`src/pidw_pkg.sv`:
```
`timescale 1ns / 1ps
// ----------------------------------------------------------------------------
// pidw_pkg
// Shared widths, codes, reset values and unit request/response structs for
// the serial PID controller with anti-windup clamp.
// ----------------------------------------------------------------------------
package pidw_pkg;

	// field widths
	localparam int ERR_W    = 32;
	localparam int DT_W     = 32;
	localparam int GAIN_W   = 48;
	localparam int LIM_W    = 63;
	localparam int NPT_W    = 16;
	localparam int INTEG_W  = 64;
	localparam int CTRL_W   = 64;
	localparam int FUNC_W   = 2;
	localparam int IDX_W    = 3;
	localparam int CFG_W    = 63;
	localparam int IN_DATA_W = 128;

	// serial units
	localparam int MUL_A_W  = 48;
	localparam int MUL_B_W  = 64;
	localparam int PROD_W   = 112;
	localparam int DIVD_W   = 80;
	localparam int DIVS_W   = 32;
	localparam int CNT_W    = 7;
	localparam int ANG_W    = 33;
	localparam int SUM_W    = 96;

	// iteration counts of the divider
	localparam logic [CNT_W-1:0] DIV_CNT_ANG = CNT_W'(ANG_W);
	localparam logic [CNT_W-1:0] DIV_CNT_DER = CNT_W'(DIVD_W);

	// item kinds
	localparam logic [FUNC_W-1:0] FUNC_LINEAR  = 2'd0;
	localparam logic [FUNC_W-1:0] FUNC_ANGULAR = 2'd1;
	localparam logic [FUNC_W-1:0] FUNC_CLEAR   = 2'd2;
	localparam logic [FUNC_W-1:0] FUNC_UNUSED  = 2'd3;

	// register indexes
	localparam logic [IDX_W-1:0] REG_PROP_GAIN  = 3'd0;
	localparam logic [IDX_W-1:0] REG_INTEG_GAIN = 3'd1;
	localparam logic [IDX_W-1:0] REG_DERIV_GAIN = 3'd2;
	localparam logic [IDX_W-1:0] REG_WINDUP_LIM = 3'd3;
	localparam logic [IDX_W-1:0] REG_STEPS_TURN = 3'd4;

	// register reset values
	localparam logic [GAIN_W-1:0] PROP_GAIN_RST  = 48'd82463372;
	localparam logic [GAIN_W-1:0] INTEG_GAIN_RST = 48'd0;
	localparam logic [GAIN_W-1:0] DERIV_GAIN_RST = 48'd5497558;
	localparam logic [LIM_W-1:0]  WINDUP_LIM_RST = {LIM_W{1'b1}};
	localparam logic [NPT_W-1:0]  STEPS_TURN_RST = 16'd4096;

	typedef struct packed {
		logic               start;
		logic [MUL_A_W-1:0] a;
		logic [MUL_B_W-1:0] b;
	} mul_req_t;

	typedef struct packed {
		logic              done;
		logic [PROD_W-1:0] prod;
	} mul_rsp_t;

	typedef struct packed {
		logic              start;
		logic [DIVD_W-1:0] dividend;
		logic [DIVS_W-1:0] divisor;
		logic [CNT_W-1:0]  count;
	} div_req_t;

	typedef struct packed {
		logic              done;
		logic [DIVD_W-1:0] quot;
		logic [DIVS_W-1:0] rem;
	} div_rsp_t;

endpackage

```
`src/pidw_mul.sv`:
```
`timescale 1ns / 1ps
// ----------------------------------------------------------------------------
// pidw_mul
// Bit-serial unsigned shift-add multiplier. One multiplier bit per cycle,
// LSB first; finishes as soon as the remaining multiplier bits are zero.
// ----------------------------------------------------------------------------
module pidw_mul (
	input  logic               clk,
	input  logic               arst_n,
	input  pidw_pkg::mul_req_t req,
	output pidw_pkg::mul_rsp_t rsp
);

	logic                         busy_q;
	logic [pidw_pkg::PROD_W-1:0]  a_q;
	logic [pidw_pkg::PROD_W-1:0]  acc_q;
	logic [pidw_pkg::MUL_B_W-1:0] b_q;
	logic                         b_zero;

	assign b_zero = (b_q == '0);

	// busy flag
	always_ff @(posedge clk or negedge arst_n) begin
		if (!arst_n) begin
			busy_q <= 1'b0;
		end else if (req.start) begin
			busy_q <= 1'b1;
		end else if (busy_q && b_zero) begin
			busy_q <= 1'b0;
		end
	end

	// shift-add datapath
	always_ff @(posedge clk) begin
		if (req.start) begin
			a_q   <= pidw_pkg::PROD_W'(req.a);
			b_q   <= req.b;
			acc_q <= '0;
		end else if (busy_q && !b_zero) begin
			if (b_q[0]) begin
				acc_q <= acc_q + a_q;
			end
			a_q <= a_q << 1;
			b_q <= b_q >> 1;
		end
	end

	assign rsp.done = busy_q && b_zero;
	assign rsp.prod = acc_q;

endmodule

```
`src/pidw_div.sv`:
```
`timescale 1ns / 1ps
// ----------------------------------------------------------------------------
// pidw_div
// Restoring unsigned divider, one quotient bit per cycle. The dividend is
// taken MSB first for a given number of steps.
// ----------------------------------------------------------------------------
module pidw_div (
	input  logic               clk,
	input  logic               arst_n,
	input  pidw_pkg::div_req_t req,
	output pidw_pkg::div_rsp_t rsp
);

	logic                          busy_q;
	logic [pidw_pkg::CNT_W-1:0]    cnt_q;
	logic [pidw_pkg::DIVD_W-1:0]   n_q;
	logic [pidw_pkg::DIVS_W-1:0]   d_q;
	logic [pidw_pkg::DIVS_W-1:0]   r_q;
	logic [pidw_pkg::DIVS_W:0]     trial;
	logic                          ge;
	logic [pidw_pkg::DIVS_W:0]     trial_sub;

	// next partial remainder
	assign trial     = {r_q, n_q[pidw_pkg::DIVD_W-1]};
	assign ge        = (trial >= {1'b0, d_q});
	assign trial_sub = trial - {1'b0, d_q};

	// control
	always_ff @(posedge clk or negedge arst_n) begin
		if (!arst_n) begin
			busy_q <= 1'b0;
			cnt_q  <= '0;
		end else if (req.start) begin
			busy_q <= 1'b1;
			cnt_q  <= req.count;
		end else if (busy_q) begin
			if (cnt_q == '0) begin
				busy_q <= 1'b0;
			end else begin
				cnt_q <= cnt_q - 1'b1;
			end
		end
	end

	// datapath
	always_ff @(posedge clk) begin
		if (req.start) begin
			n_q <= req.dividend;
			d_q <= req.divisor;
			r_q <= '0;
		end else if (busy_q && cnt_q != '0) begin
			n_q <= {n_q[pidw_pkg::DIVD_W-2:0], ge};
			r_q <= ge ? trial_sub[pidw_pkg::DIVS_W-1:0] : trial[pidw_pkg::DIVS_W-1:0];
		end
	end

	assign rsp.done = busy_q && (cnt_q == '0);
	assign rsp.quot = n_q;
	assign rsp.rem  = r_q;

endmodule

```
`src/pid_controller_windup_angular.sv`:
```
`timescale 1ns / 1ps
// ----------------------------------------------------------------------------
// pid_controller_windup_angular
// Fixed-point PID step with anti-windup clamp and angular error wrap.
// ----------------------------------------------------------------------------
// Usage:
//  - Input words arrive on s_axis_*; tuser carries the item kind (linear
//    update, angular update, clear state). One word is taken at a time:
//    s_axis_tready is high only while the engine is idle.
//  - Each input word yields exactly one output word on m_axis_*: the Q32.32
//    control value in tdata and the saturation flag in tuser.
//  - Gains, windup limit and steps per turn are written through cfg_we /
//    cfg_index / cfg_data while the block is idle.
//  - Clear items go straight to the output stage. Updates run one serial
//    multiplier for the error*dt, P and I products and, when dt is nonzero,
//    for the D product, then a serial divide for the derivative; angular
//    mode with nonzero steps per turn first runs a wrap divide. The run time
//    is set by the bit-serial units, each product's by its multiplier bits.
//  - A finished word sits in an output register; the next input is taken
//    while it waits. If the receiver stalls, the engine holds its next
//    result until the output register frees.
//  - Reset clears the stored error, the integral, the output register and
//    loads the register defaults.
// ----------------------------------------------------------------------------
module pid_controller_windup_angular (
	input  logic         clk,
	input  logic         arst_n,
	// input words
	input  logic         s_axis_tvalid,
	output logic         s_axis_tready,
	input  logic [127:0] s_axis_tdata,  // error_value, target_angle, actual_angle, time_step
	input  logic [1:0]   s_axis_tuser,  // func
	// output words
	output logic         m_axis_tvalid,
	input  logic         m_axis_tready,
	output logic [63:0]  m_axis_tdata,  // control
	output logic         m_axis_tuser,  // control_saturated
	// configuration
	input  logic         cfg_we,
	input  logic [2:0]   cfg_index,
	input  logic [62:0]  cfg_data
);

	typedef enum logic [3:0] {
		S_IDLE, S_ANG, S_PROD, S_CLAMP, S_P, S_I, S_D, S_DIV, S_OUT
	} state_t;

	state_t                             state_q;
	logic                               go_q;
	logic signed [pidw_pkg::ERR_W-1:0]  err_q;
	logic [pidw_pkg::DT_W-1:0]          dt_q;
	logic                               x_neg_q;
	logic signed [pidw_pkg::ERR_W-1:0]  last_err_q;
	logic signed [pidw_pkg::INTEG_W-1:0] integ_q;
	logic signed [pidw_pkg::SUM_W-1:0]  sum_q;
	logic [pidw_pkg::GAIN_W-1:0]        prop_gain_q;
	logic [pidw_pkg::GAIN_W-1:0]        integ_gain_q;
	logic [pidw_pkg::GAIN_W-1:0]        deriv_gain_q;
	logic [pidw_pkg::LIM_W-1:0]         windup_lim_q;
	logic [pidw_pkg::NPT_W-1:0]         npt_q;
	logic                               m_valid_q;
	logic [pidw_pkg::CTRL_W-1:0]        m_data_q;
	logic                               m_user_q;

	pidw_pkg::mul_req_t mul_req;
	pidw_pkg::mul_rsp_t mul_rsp;
	pidw_pkg::div_req_t div_req;
	pidw_pkg::div_rsp_t div_rsp;

	logic                               accept;
	logic signed [pidw_pkg::ANG_W:0]    ang_x;
	logic [pidw_pkg::ANG_W-1:0]         ang_mag;
	logic [pidw_pkg::NPT_W-2:0]         half_turn;
	logic [pidw_pkg::NPT_W-1:0]         rem16;
	logic [pidw_pkg::NPT_W-1:0]         mod16;
	logic [pidw_pkg::NPT_W:0]           wrap17;
	logic [pidw_pkg::ERR_W-1:0]         err_mag;
	logic signed [pidw_pkg::ERR_W:0]    diff;
	logic [pidw_pkg::ERR_W:0]           diff_mag;
	logic [pidw_pkg::GAIN_W-1:0]        pg_mag;
	logic [pidw_pkg::GAIN_W-1:0]        ig_mag;
	logic [pidw_pkg::GAIN_W-1:0]        dg_mag;
	logic [pidw_pkg::INTEG_W-1:0]       integ_mag;
	logic                               d_neg;
	logic                               mul_neg;
	logic signed [pidw_pkg::PROD_W:0]   sprod;
	logic signed [pidw_pkg::INTEG_W-1:0] prod64;
	logic signed [pidw_pkg::INTEG_W:0]  isum;
	logic signed [pidw_pkg::INTEG_W-1:0] isat;
	logic signed [pidw_pkg::INTEG_W-1:0] lim_pos;
	logic signed [pidw_pkg::INTEG_W-1:0] lim_neg;
	logic signed [pidw_pkg::SUM_W-1:0]  dquot;
	logic                               sum_fits;

	assign accept        = s_axis_tvalid && s_axis_tready;
	assign s_axis_tready = (state_q == S_IDLE);

	// angular wrap operand: target - actual + half turn
	assign half_turn = npt_q[pidw_pkg::NPT_W-1:1];
	assign ang_x   = (pidw_pkg::ANG_W+1)'(signed'(s_axis_tdata[63:32]))
		- (pidw_pkg::ANG_W+1)'(signed'(s_axis_tdata[95:64]))
		+ (pidw_pkg::ANG_W+1)'(half_turn);
	assign ang_mag = ang_x[pidw_pkg::ANG_W] ? pidw_pkg::ANG_W'(-ang_x)
		: pidw_pkg::ANG_W'(ang_x);

	// floor modulo from magnitude remainder, then recentre
	assign rem16  = div_rsp.rem[pidw_pkg::NPT_W-1:0];
	assign mod16  = (x_neg_q && rem16 != '0) ? npt_q - rem16 : rem16;
	assign wrap17 = {1'b0, mod16} - {2'b00, half_turn};

	// operand magnitudes
	assign err_mag   = err_q[pidw_pkg::ERR_W-1] ? pidw_pkg::ERR_W'(-err_q)
		: pidw_pkg::ERR_W'(err_q);
	assign diff      = (pidw_pkg::ERR_W+1)'(err_q) - (pidw_pkg::ERR_W+1)'(last_err_q);
	assign diff_mag  = diff[pidw_pkg::ERR_W] ? (pidw_pkg::ERR_W+1)'(-diff)
		: (pidw_pkg::ERR_W+1)'(diff);
	assign pg_mag    = prop_gain_q[pidw_pkg::GAIN_W-1] ? -prop_gain_q : prop_gain_q;
	assign ig_mag    = integ_gain_q[pidw_pkg::GAIN_W-1] ? -integ_gain_q : integ_gain_q;
	assign dg_mag    = deriv_gain_q[pidw_pkg::GAIN_W-1] ? -deriv_gain_q : deriv_gain_q;
	assign integ_mag = integ_q[pidw_pkg::INTEG_W-1] ? pidw_pkg::INTEG_W'(-integ_q)
		: pidw_pkg::INTEG_W'(integ_q);
	assign d_neg     = deriv_gain_q[pidw_pkg::GAIN_W-1] ^ diff[pidw_pkg::ERR_W];

	// multiplier operand select
	always_comb begin
		mul_req.start = 1'b0;
		mul_req.a     = '0;
		mul_req.b     = '0;
		mul_neg       = 1'b0;
		case (state_q)
			S_PROD: begin
				mul_req.start = go_q;
				mul_req.a     = pidw_pkg::MUL_A_W'(err_mag);
				mul_req.b     = pidw_pkg::MUL_B_W'(dt_q);
				mul_neg       = err_q[pidw_pkg::ERR_W-1];
			end
			S_P: begin
				mul_req.start = go_q;
				mul_req.a     = pg_mag;
				mul_req.b     = pidw_pkg::MUL_B_W'(err_mag);
				mul_neg       = prop_gain_q[pidw_pkg::GAIN_W-1] ^ err_q[pidw_pkg::ERR_W-1];
			end
			S_I: begin
				mul_req.start = go_q;
				mul_req.a     = ig_mag;
				mul_req.b     = integ_mag;
				mul_neg       = integ_gain_q[pidw_pkg::GAIN_W-1] ^ integ_q[pidw_pkg::INTEG_W-1];
			end
			S_D: begin
				mul_req.start = go_q;
				mul_req.a     = dg_mag;
				mul_req.b     = pidw_pkg::MUL_B_W'(diff_mag);
				mul_neg       = d_neg;
			end
			default: begin
				mul_req.start = 1'b0;
			end
		endcase
	end

	// divider request: angular wrap at accept, derivative after D product
	always_comb begin
		if (state_q == S_IDLE) begin
			div_req.start    = accept && (s_axis_tuser == pidw_pkg::FUNC_ANGULAR)
				&& (npt_q != '0);
			div_req.dividend = {ang_mag, {(pidw_pkg::DIVD_W-pidw_pkg::ANG_W){1'b0}}};
			div_req.divisor  = pidw_pkg::DIVS_W'(npt_q);
			div_req.count    = pidw_pkg::DIV_CNT_ANG;
		end else begin
			div_req.start    = go_q && (state_q == S_DIV);
			div_req.dividend = mul_rsp.prod[pidw_pkg::DIVD_W-1:0];
			div_req.divisor  = dt_q;
			div_req.count    = pidw_pkg::DIV_CNT_DER;
		end
	end

	// signed product, integral add with saturation, clamp limits
	assign sprod   = mul_neg ? -$signed({1'b0, mul_rsp.prod}) : $signed({1'b0, mul_rsp.prod});
	assign prod64  = sprod[pidw_pkg::INTEG_W-1:0];
	assign isum    = (pidw_pkg::INTEG_W+1)'(integ_q) + (pidw_pkg::INTEG_W+1)'(prod64);
	assign isat    = (isum[pidw_pkg::INTEG_W] == isum[pidw_pkg::INTEG_W-1])
		? isum[pidw_pkg::INTEG_W-1:0]
		: {isum[pidw_pkg::INTEG_W], {(pidw_pkg::INTEG_W-1){~isum[pidw_pkg::INTEG_W]}}};
	assign lim_pos = {1'b0, windup_lim_q};
	assign lim_neg = -lim_pos;

	// derivative quotient with sign, truncated toward zero
	assign dquot = d_neg ? -pidw_pkg::SUM_W'(div_rsp.quot) : pidw_pkg::SUM_W'(div_rsp.quot);

	// output range check
	assign sum_fits = (sum_q[pidw_pkg::SUM_W-1:pidw_pkg::CTRL_W-1] == '0)
		|| (sum_q[pidw_pkg::SUM_W-1:pidw_pkg::CTRL_W-1] == '1);

	pidw_mul u_mul (
		.clk    (clk),
		.arst_n (arst_n),
		.req    (mul_req),
		.rsp    (mul_rsp)
	);

	pidw_div u_div (
		.clk    (clk),
		.arst_n (arst_n),
		.req    (div_req),
		.rsp    (div_rsp)
	);

	// sequencer, state and output register
	always_ff @(posedge clk or negedge arst_n) begin
		if (!arst_n) begin
			state_q      <= S_IDLE;
			go_q         <= 1'b0;
			err_q        <= '0;
			dt_q         <= '0;
			x_neg_q      <= 1'b0;
			last_err_q   <= '0;
			integ_q      <= '0;
			sum_q        <= '0;
			prop_gain_q  <= pidw_pkg::PROP_GAIN_RST;
			integ_gain_q <= pidw_pkg::INTEG_GAIN_RST;
			deriv_gain_q <= pidw_pkg::DERIV_GAIN_RST;
			windup_lim_q <= pidw_pkg::WINDUP_LIM_RST;
			npt_q        <= pidw_pkg::STEPS_TURN_RST;
			m_valid_q    <= 1'b0;
			m_data_q     <= '0;
			m_user_q     <= 1'b0;
		end else begin
			// register writes
			if (cfg_we) begin
				case (cfg_index)
					pidw_pkg::REG_PROP_GAIN:  prop_gain_q  <= cfg_data[pidw_pkg::GAIN_W-1:0];
					pidw_pkg::REG_INTEG_GAIN: integ_gain_q <= cfg_data[pidw_pkg::GAIN_W-1:0];
					pidw_pkg::REG_DERIV_GAIN: deriv_gain_q <= cfg_data[pidw_pkg::GAIN_W-1:0];
					pidw_pkg::REG_WINDUP_LIM: windup_lim_q <= cfg_data[pidw_pkg::LIM_W-1:0];
					pidw_pkg::REG_STEPS_TURN: npt_q        <= cfg_data[pidw_pkg::NPT_W-1:0];
					default: ;
				endcase
			end

			// output word taken; S_OUT refills the register itself
			if (m_valid_q && m_axis_tready && state_q != S_OUT) begin
				m_valid_q <= 1'b0;
			end

			case (state_q)
				S_IDLE: begin
					if (s_axis_tvalid) begin
						// zero steps per turn gives a zero angular error
						err_q   <= (s_axis_tuser == pidw_pkg::FUNC_ANGULAR && npt_q == '0)
							? '0 : signed'(s_axis_tdata[31:0]);
						dt_q    <= s_axis_tdata[127:96];
						x_neg_q <= ang_x[pidw_pkg::ANG_W];
						sum_q   <= '0;
						go_q    <= 1'b1;
						case (s_axis_tuser)
							pidw_pkg::FUNC_LINEAR: begin
								state_q <= S_PROD;
							end
							pidw_pkg::FUNC_ANGULAR: begin
								if (npt_q == '0) begin
									state_q <= S_PROD;
								end else begin
									state_q <= S_ANG;
								end
							end
							pidw_pkg::FUNC_CLEAR: begin
								last_err_q <= '0;
								integ_q    <= '0;
								state_q    <= S_OUT;
							end
							default: begin
								state_q <= S_OUT;
							end
						endcase
					end
				end
				S_ANG: begin
					if (div_rsp.done) begin
						err_q   <= signed'({wrap17[pidw_pkg::NPT_W-1:0],
							{(pidw_pkg::ERR_W-pidw_pkg::NPT_W){1'b0}}});
						state_q <= S_PROD;
					end
				end
				S_PROD: begin
					go_q <= 1'b0;
					if (mul_rsp.done) begin
						integ_q <= isat;
						state_q <= S_CLAMP;
					end
				end
				S_CLAMP: begin
					if (integ_q > lim_pos) begin
						integ_q <= lim_pos;
					end else if (integ_q < lim_neg) begin
						integ_q <= lim_neg;
					end
					go_q    <= 1'b1;
					state_q <= S_P;
				end
				S_P: begin
					go_q <= mul_rsp.done;
					if (mul_rsp.done) begin
						sum_q   <= sum_q + pidw_pkg::SUM_W'(sprod >>> 24);
						state_q <= S_I;
					end
				end
				S_I: begin
					go_q <= mul_rsp.done && (dt_q != '0);
					if (mul_rsp.done) begin
						sum_q <= sum_q + pidw_pkg::SUM_W'(sprod >>> 48);
						if (dt_q == '0) begin
							last_err_q <= err_q;
							state_q    <= S_OUT;
						end else begin
							state_q <= S_D;
						end
					end
				end
				S_D: begin
					go_q <= mul_rsp.done;
					if (mul_rsp.done) begin
						state_q <= S_DIV;
					end
				end
				S_DIV: begin
					go_q <= 1'b0;
					if (div_rsp.done) begin
						sum_q      <= sum_q + dquot;
						last_err_q <= err_q;
						state_q    <= S_OUT;
					end
				end
				S_OUT: begin
					go_q <= 1'b0;
					if (!m_valid_q || m_axis_tready) begin
						m_valid_q <= 1'b1;
						if (sum_fits) begin
							m_data_q <= sum_q[pidw_pkg::CTRL_W-1:0];
							m_user_q <= 1'b0;
						end else begin
							m_data_q <= {sum_q[pidw_pkg::SUM_W-1],
								{(pidw_pkg::CTRL_W-1){~sum_q[pidw_pkg::SUM_W-1]}}};
							m_user_q <= 1'b1;
						end
						state_q <= S_IDLE;
					end
				end
				default: begin
					state_q <= S_IDLE;
				end
			endcase
		end
	end

	assign m_axis_tvalid = m_valid_q;
	assign m_axis_tdata  = m_data_q;
	assign m_axis_tuser  = m_user_q;

endmodule

```
`config.mk`:
```
export PLATFORM = sky130hd
export DESIGN_NAME = pid_controller_windup_angular
export DESIGN_NICKNAME = d
export VERILOG_FILES = /design/src/pidw_pkg.sv /design/src/pidw_mul.sv /design/src/pidw_div.sv /design/src/pid_controller_windup_angular.sv
export SDC_FILE = /design/constraint.sdc
export NUM_CORES = 2
export LEC_CHECK = 0
export ABC_AREA = 1
export BUFFER_PORTS_ARGS = -buffer_cell sky130_fd_sc_hd__buf_2
export CAP_MARGIN = 0
export CORE_MARGIN = 4
export CORE_UTILIZATION = 46
export CTS_CLUSTER_SIZE = 30
export DETAILED_ROUTE_END_ITERATION = 10
export HOLD_SLACK_MARGIN = 0.05
export SYNTH_ARGS = -nofsm -noshare
export SYNTH_HDL_FRONTEND = slang
export SYNTH_SLANG_ARGS = --single-unit
```
`constraint.sdc`:
```
create_clock -name clk -period 11.1 [get_ports clk]
set_input_delay 1.11 -clock clk [delete_from_list [all_inputs] [get_ports clk]]
set_output_delay 1.11 -clock clk [all_outputs]
set_load 0.05 [all_outputs]
```
After elaboration in Yosys (flattened, before gate mapping)
Index checks and enable logic that the tools add are counted.
- flip-flop bits (word level): 992
- latch bits: 0
- memory bits (writable): 0
- memory bits (read-only): 0
- input port bits: 201
- logic and storage cells: 212
- memories kept: 0
- add/subtract/negate cells: 22
- $mul: 0
- div/mod/pow operators: 0
- $lt $le $gt $ge: 3
- eq/ne operators: 29
- shift operators: 0
- multiplexer cells: 70
- bitwise logic cells: 5
- reduce and logical (&&, ||, !) cells: 56
- operator list (kind ; count):
    $mux 64 ; 10
    $mux 96 ; 5
    $pmux 112 s4 ; 1
    $pmux 96 s4 ; 1
    $mux 32 ; 10
    $mux 48 ; 5
    $pmux 64 s3 ; 1
    $mux 80 ; 2
    $neg 48->48 ; 3
    $mux 120 ; 1
    $mux 113 ; 1
    $neg 112->113 ; 1
    $add 112x112->112 ; 1
    $add 96x65->96 ; 1
    $add 96x89->96 ; 1
    $add 96x96->96 ; 1
    $neg 80->96 ; 1
    $pmux 32 s3 ; 1
    $mux 33 ; 2
    $neg 33->33 ; 2
    $sub 32x32->33 ; 2
    $add 64x64->65 ; 1
    $gt 64x64->1 ; 1
    $logic_not 64->1 ; 1
    other kinds (62) ; 129

Depth between registers and ports, before layout
- depth after elaboration: 9
- mapped depth: 43
- depth with buffers taken out: 42

By module
From an unflattened synthesis, not the netlist that was laid out.
- cell total of the unflattened synthesis: 16007
- area, all modules: 97023.1 µm²
- by module, submodules not included (module ; times used ; cells an instance ; area each (µm²)):
    pid_controller_windup_angular ; 1 ; 10736 ; 64694.5
    pidw_mul ; 1 ; 4056 ; 23238.5
    pidw_div ; 1 ; 1215 ; 9090.0

Least setup slack after synthesis
No wires, ideal clock.
- kind: reg-to-reg
- from: reg err_q[0] (netlist bit)
- to: reg sum_q[44] (netlist bit)
- data arrival time: 4850 ps
- data required time: 10977 ps
- path slack: 6127 ps
- stages on the path, launching flop included: 43
- path buffers: 1
- period minus slack after synthesis: 4973 ps
- path through: dfrtp_1 -> inv_1 -> ha_1 -> inv_1 -> fa_1 -> nand2_2 -> nand2_2 -> nand3_1 -> nand2_1 -> nand2_1 -> nand2_2 -> nand2_2 -> nand2_1 -> nand2_1 -> nand3_2 -> nand3_4 -> nand2_8 -> inv_4 -> [7 not listed] -> inv_1 -> fa_1 -> inv_1 -> nand3_1 -> nand2_1 -> a21oi_1 -> o21ai_2 -> a21boi_1 -> o21ai_1 -> nand2_1 -> nand2_1 -> nand2_1 -> nand2_1 -> nand2_1 -> nand2_1 -> a21oi_1 -> o21ai_0 -> nand2_1
- word-level cells in the longest chain between the ends: 7
- elaborated cells between the ends (all ways): 12
- RTL lines (item ; line ; source):
    start: declaration ; pid_controller_windup_angular.sv:50 ; logic signed [pidw_pkg::ERR_W-1:0] err_q;
    start signal: assignment ; pid_controller_windup_angular.sv:249 ; err_q <= (s_axis_tuser == pidw_pkg::FUNC_ANGULAR && npt_q == '0)
    start signal: assignment ; pid_controller_windup_angular.sv:279 ; err_q <= signed'({wrap17[pidw_pkg::NPT_W-1:0],
    $sub 32x32->33 * ; pid_controller_windup_angular.sv:114 ; assign diff = (pidw_pkg::ERR_W+1)'(err_q) - (pidw_pkg::ERR_W+1)'(last_err_q);
    $xor 1x1->1 * ; pid_controller_windup_angular.sv:122 ; assign d_neg = deriv_gain_q[pidw_pkg::GAIN_W-1] ^ diff[pidw_pkg::ERR_W];
    $pmux 1 s4 ; pid_controller_windup_angular.sv:130 ; case (state_q)
    $mux 113 ; pid_controller_windup_angular.sv:178 ; assign sprod = mul_neg ? -$signed({1'b0, mul_rsp.prod}) : $signed({1'b0, mul_rsp.prod});
    $add 96x65->96 / $add 96x89->96 (equally long branches) ; pid_controller_windup_angular.sv:310, pid_controller_windup_angular.sv:303 ;
    $mux 96 (on tied branches) ; pid_controller_windup_angular.sv:309, pid_controller_windup_angular.sv:302 ;
    $pmux 96 s4 * ; pid_controller_windup_angular.sv:245 ; case (state_q)
    end signal: assignment ; pid_controller_windup_angular.sv:303 ; sum_q <= sum_q + pidw_pkg::SUM_W'(sprod >>> 24);
    end signal: assignment ; pid_controller_windup_angular.sv:310 ; sum_q <= sum_q + pidw_pkg::SUM_W'(sprod >>> 48);
    end signal: assignment ; pid_controller_windup_angular.sv:328 ; sum_q <= sum_q + dquot;
    end: declaration ; pid_controller_windup_angular.sv:55 ; logic signed [pidw_pkg::SUM_W-1:0] sum_q;
Mark *: on every way between the ends. The rest lies on a longest branch, timed or not. The select of a mux whose other input is x is not followed.
A chain may end at the register's enable or synchronous reset.

Worst setup path after layout
- from: reg err_q[0] (netlist bit)
- to: reg sum_q[90] (netlist bit)
Same word-level chain as after synthesis.

==> metrics.txt <==
RSZ-0062 raised after global routing no; Total Neg Setup Slack 0 ns; number of global-route vias before repair between 90000 and 100k; Final min period around 8 ns; CP max stage delay ~0.56 ns; Critical R2R Launch err_q[0]$_DFFE_PN0P_; Power Total 39.89 mW; final worst-path cycle share 0.7330; width of the die roughly 460 microns; Yosys reg bits approximately 990; Sw Ratio 0.6094; clk slew on worst S/H paths roughly 0.070 ns; Final #Nets around 15000; critical path class flop to flop; # clock sinks 992; # DRC 0; Data arrival, critical path approximately 8.8 ns; cell mode on critical path nand2_1; Core ar. about 200000 sq um; main flop type after synthesis dfrtp_1; worst slack at placement approximately 3.2 ns; gpl congestion 1.171; Cells after DPL roughly 17000; PnR worst setup slack 2.964 ns; Crit-path slowest cell buf_4; sequential cell fraction of total power 0.193; NetSw between 20 and 25 mW; # hold bufs at CTS 0; placed inst area about 97000 sq um; final instance area 100900 sq um; antenna violations before repair 39; CTS resizes 0; Required @ worst endpoint between 10 and 15 ns; Num CTS Buffers between 100 and 150; CP max FO 76; clock group share of total power 0.108; Synth Area per Inst 6.388 sq um; I/O Buffers around 270; CTS tree built; Final Util 0.5045; DRT Pass-1 Iters 8; Root Buffer clkbuf_16; synth unique cells 85; slew of the pin with the lowest slew margin between 1 and 1.5 ns; first-pass GRT wire length between 600 and 700 mm; upper clock frequency limit around 120 MHz; synth top area cells nand2_1, dfrtp_1, inv_1; worst setup path start err_q[0]$_DFFE_PN0P_; Pins Over Slew Limit 0; Clock Skew between 0.03 and 0.04 ns; clock tree buffer depth 3; final std cells w/o fill approximately 17000; fraction of registers with async set/reset 0.5645; CTS H-tree lvls 3; die height 457.0 microns; smallest hold slack around 0.34 ns; DP HPWL approximately 380 mm; Tot GR Track Use 0.4262; startpoint class of the critical path flop; DIE AREA 208800 sq um; status complete, no violations; Syn Inst Count around 15000; initial core utilization 0.4635; hold crit path type input pin to asynchronous set/reset pin; number of routed nets with antenna violations 0; Worst VDD drop ~0.27 mV; WL final ~460 mm; largest net degree at the start of global routing 153; Post-CTS Setup Bufs 0; Synth top area share 0.1323; Cell Int Power around 16 mW; final setup fails 0; routed vias ~110k; maxcap violations 0; Comb power frac 0.699; Syn Nets approximately 15000; pwr dens approximately 400 nW/um^2; num ports around 270; yosys warns 0; number of synthesized flops with an enable pin 224; Final Hold Viols 0; cell taking the most area after synthesis nand2_1; grt ovf 0; sequential fraction of the synthesis area 0.2698; Pleak 47.10 nW; Area Overhead vs Synth 8.854%; Post-Syn Area 92730 sq um; Slew HR 0.06670; 1st-iter DRT viols 14320; layout cells sized above 1 0.06149; WL per Instance between 20 and 30 microns; drt via density 6.091; Cell Rows 164; Crit. End Element flop; clock latency on the worst-skew pair a little over 0.8 ns
[final cells by class]
type | instances | area [sq um]
timing repair buffer | 371 | 2190
clock buffer | 178 | 3600
tap | 2656 | 3323
antenna | 19 | 47.55
fill | 20620 | 99130
multi-input combinational | 11040 | 58320
clock inverter | 54 | 661.9
sequential | 992 | 25020
inverter | 2070 | 7781
[flip-flops by register name (all words and copies together), names as in the netlist, 63 cells and up]
signal and cells:
u_mul.acc_q 112, m_axis_tdata 64, u_mul.a_q 112, windup_lim_q 63
u_mul.b_q 64, sum_q 96, u_div.n_q 80, integ_q 64
[cell usage after synthesis (27+ instances only)]
master / n
ha_1: 566
dfstp_2: 89
nand3b_1: 34
nor4_1: 159
dfrtp_1: 471
nand4_1: 212
dfxtp_1: 208
inv_1: 2023
nor3_1: 231
nand2_1: 3268
clkbuf_1: 264
o21ai_1: 113
nor2_2: 37
o21a_1: 49
o22ai_1: 66
inv_2: 42
nand2_2: 30
a21o_1: 68
a31oi_1: 104
nand3_1: 825
a2bb2oi_1: 46
xnor2_1: 116
o31ai_1: 59
xor2_1: 347
o221ai_1: 27
a21boi_0: 29
nor2_1: 1847
o21bai_1: 77
edfxtp_1: 224
o211ai_1: 105
or2_2: 28
buf_1: 42
a21oi_1: 1096
buf_2: 92
o21ai_0: 1251
[power groups by stage]
stage | logic, mW | registers, mW | clock network, mW
finish | 27.9 | 7.68 | 4.32
global route | 29.9 | 7.71 | 4.50
CTS | 26.9 | 7.54 | 4.35
detailed placement | 26.8 | 7.60 | 0
global placement | 26.6 | 7.57 | 0
floorplan | 17.4 | 6.71 | 0
[cells by family (layout without fill, tap and decap cells)]
logic type | Yosys count | in the layout | synth area share
buffers and inverters | 2487 | 2673 | 0.1030
AOI/OAI and AO/OA | 3228 | 3228 | 0.1954
other | 0 | 19 | 0
and+or+nand+nor | 6758 | 6758 | 0.3069
DFF | 992 | 992 | 0.2698
xor gates and xnor gates | 463 | 463 | 0.04373
adders and majority gates | 588 | 588 | 0.08112
[routing by layer]
layer / vias to the layer above / part of all wire / GRT usage
li1: 48350 / - / -
met1: 49590 / 0.38 / 0.5257
met2: 6387 / 0.43 / 0.6554
met3: 1498 / 0.10 / 0.09316
met4: 24 / 0.092 / 0.3133
met5: - / 0.00037 / 0
[path summary, 6_finish.rpt]
check,endpoint,slack (ns),cells past startpoint
min reg2reg,u_div.r_q[18]$_SDFFE_PP0P_,0.48,2
min in group clk,u_div.r_q[18]$_SDFFE_PP0P_,0.48,2
min,m_axis_tdata[37]$_DFFE_PN0P_,0.34,1
max,sum_q[90]$_DFFE_PN0P_,2.96,39
max reg2reg,sum_q[90]$_DFFE_PN0P_,2.96,39
max in group asynchronous,deriv_gain_q[29]$_DFFE_PN0P_,8.58,3
[placed cells by master (no fill, tap or decap), types with 157 or more instances in the layout]
master,synthesis,routed
buf_2,92,266
dfxtp_1,208,208
nand3_1,825,824
xor2_1,347,347
dfrtp_1,471,469
nor2_1,1847,1838
inv_1,2023,2020
nand4_1,212,212
nand2_1,3268,3263
ha_1,566,566
nor4_1,159,157
edfxtp_1,224,224
a21oi_1,1096,1096
o21ai_0,1251,1250
nor3_1,231,231
[critical path, delay by kind of cell, from the launching register on]
family,cells,cell delay (ns)
AOI/OAI and AO/OA,6,1.32
xor gates and xnor gates,1,0.20
adders and majority gates,4,1.49
buffers and inverters,7,1.57
DFF,1,0.38
and+or+nand+nor,21,2.93
Note: power is estimated with default switching activity, not from simulation.
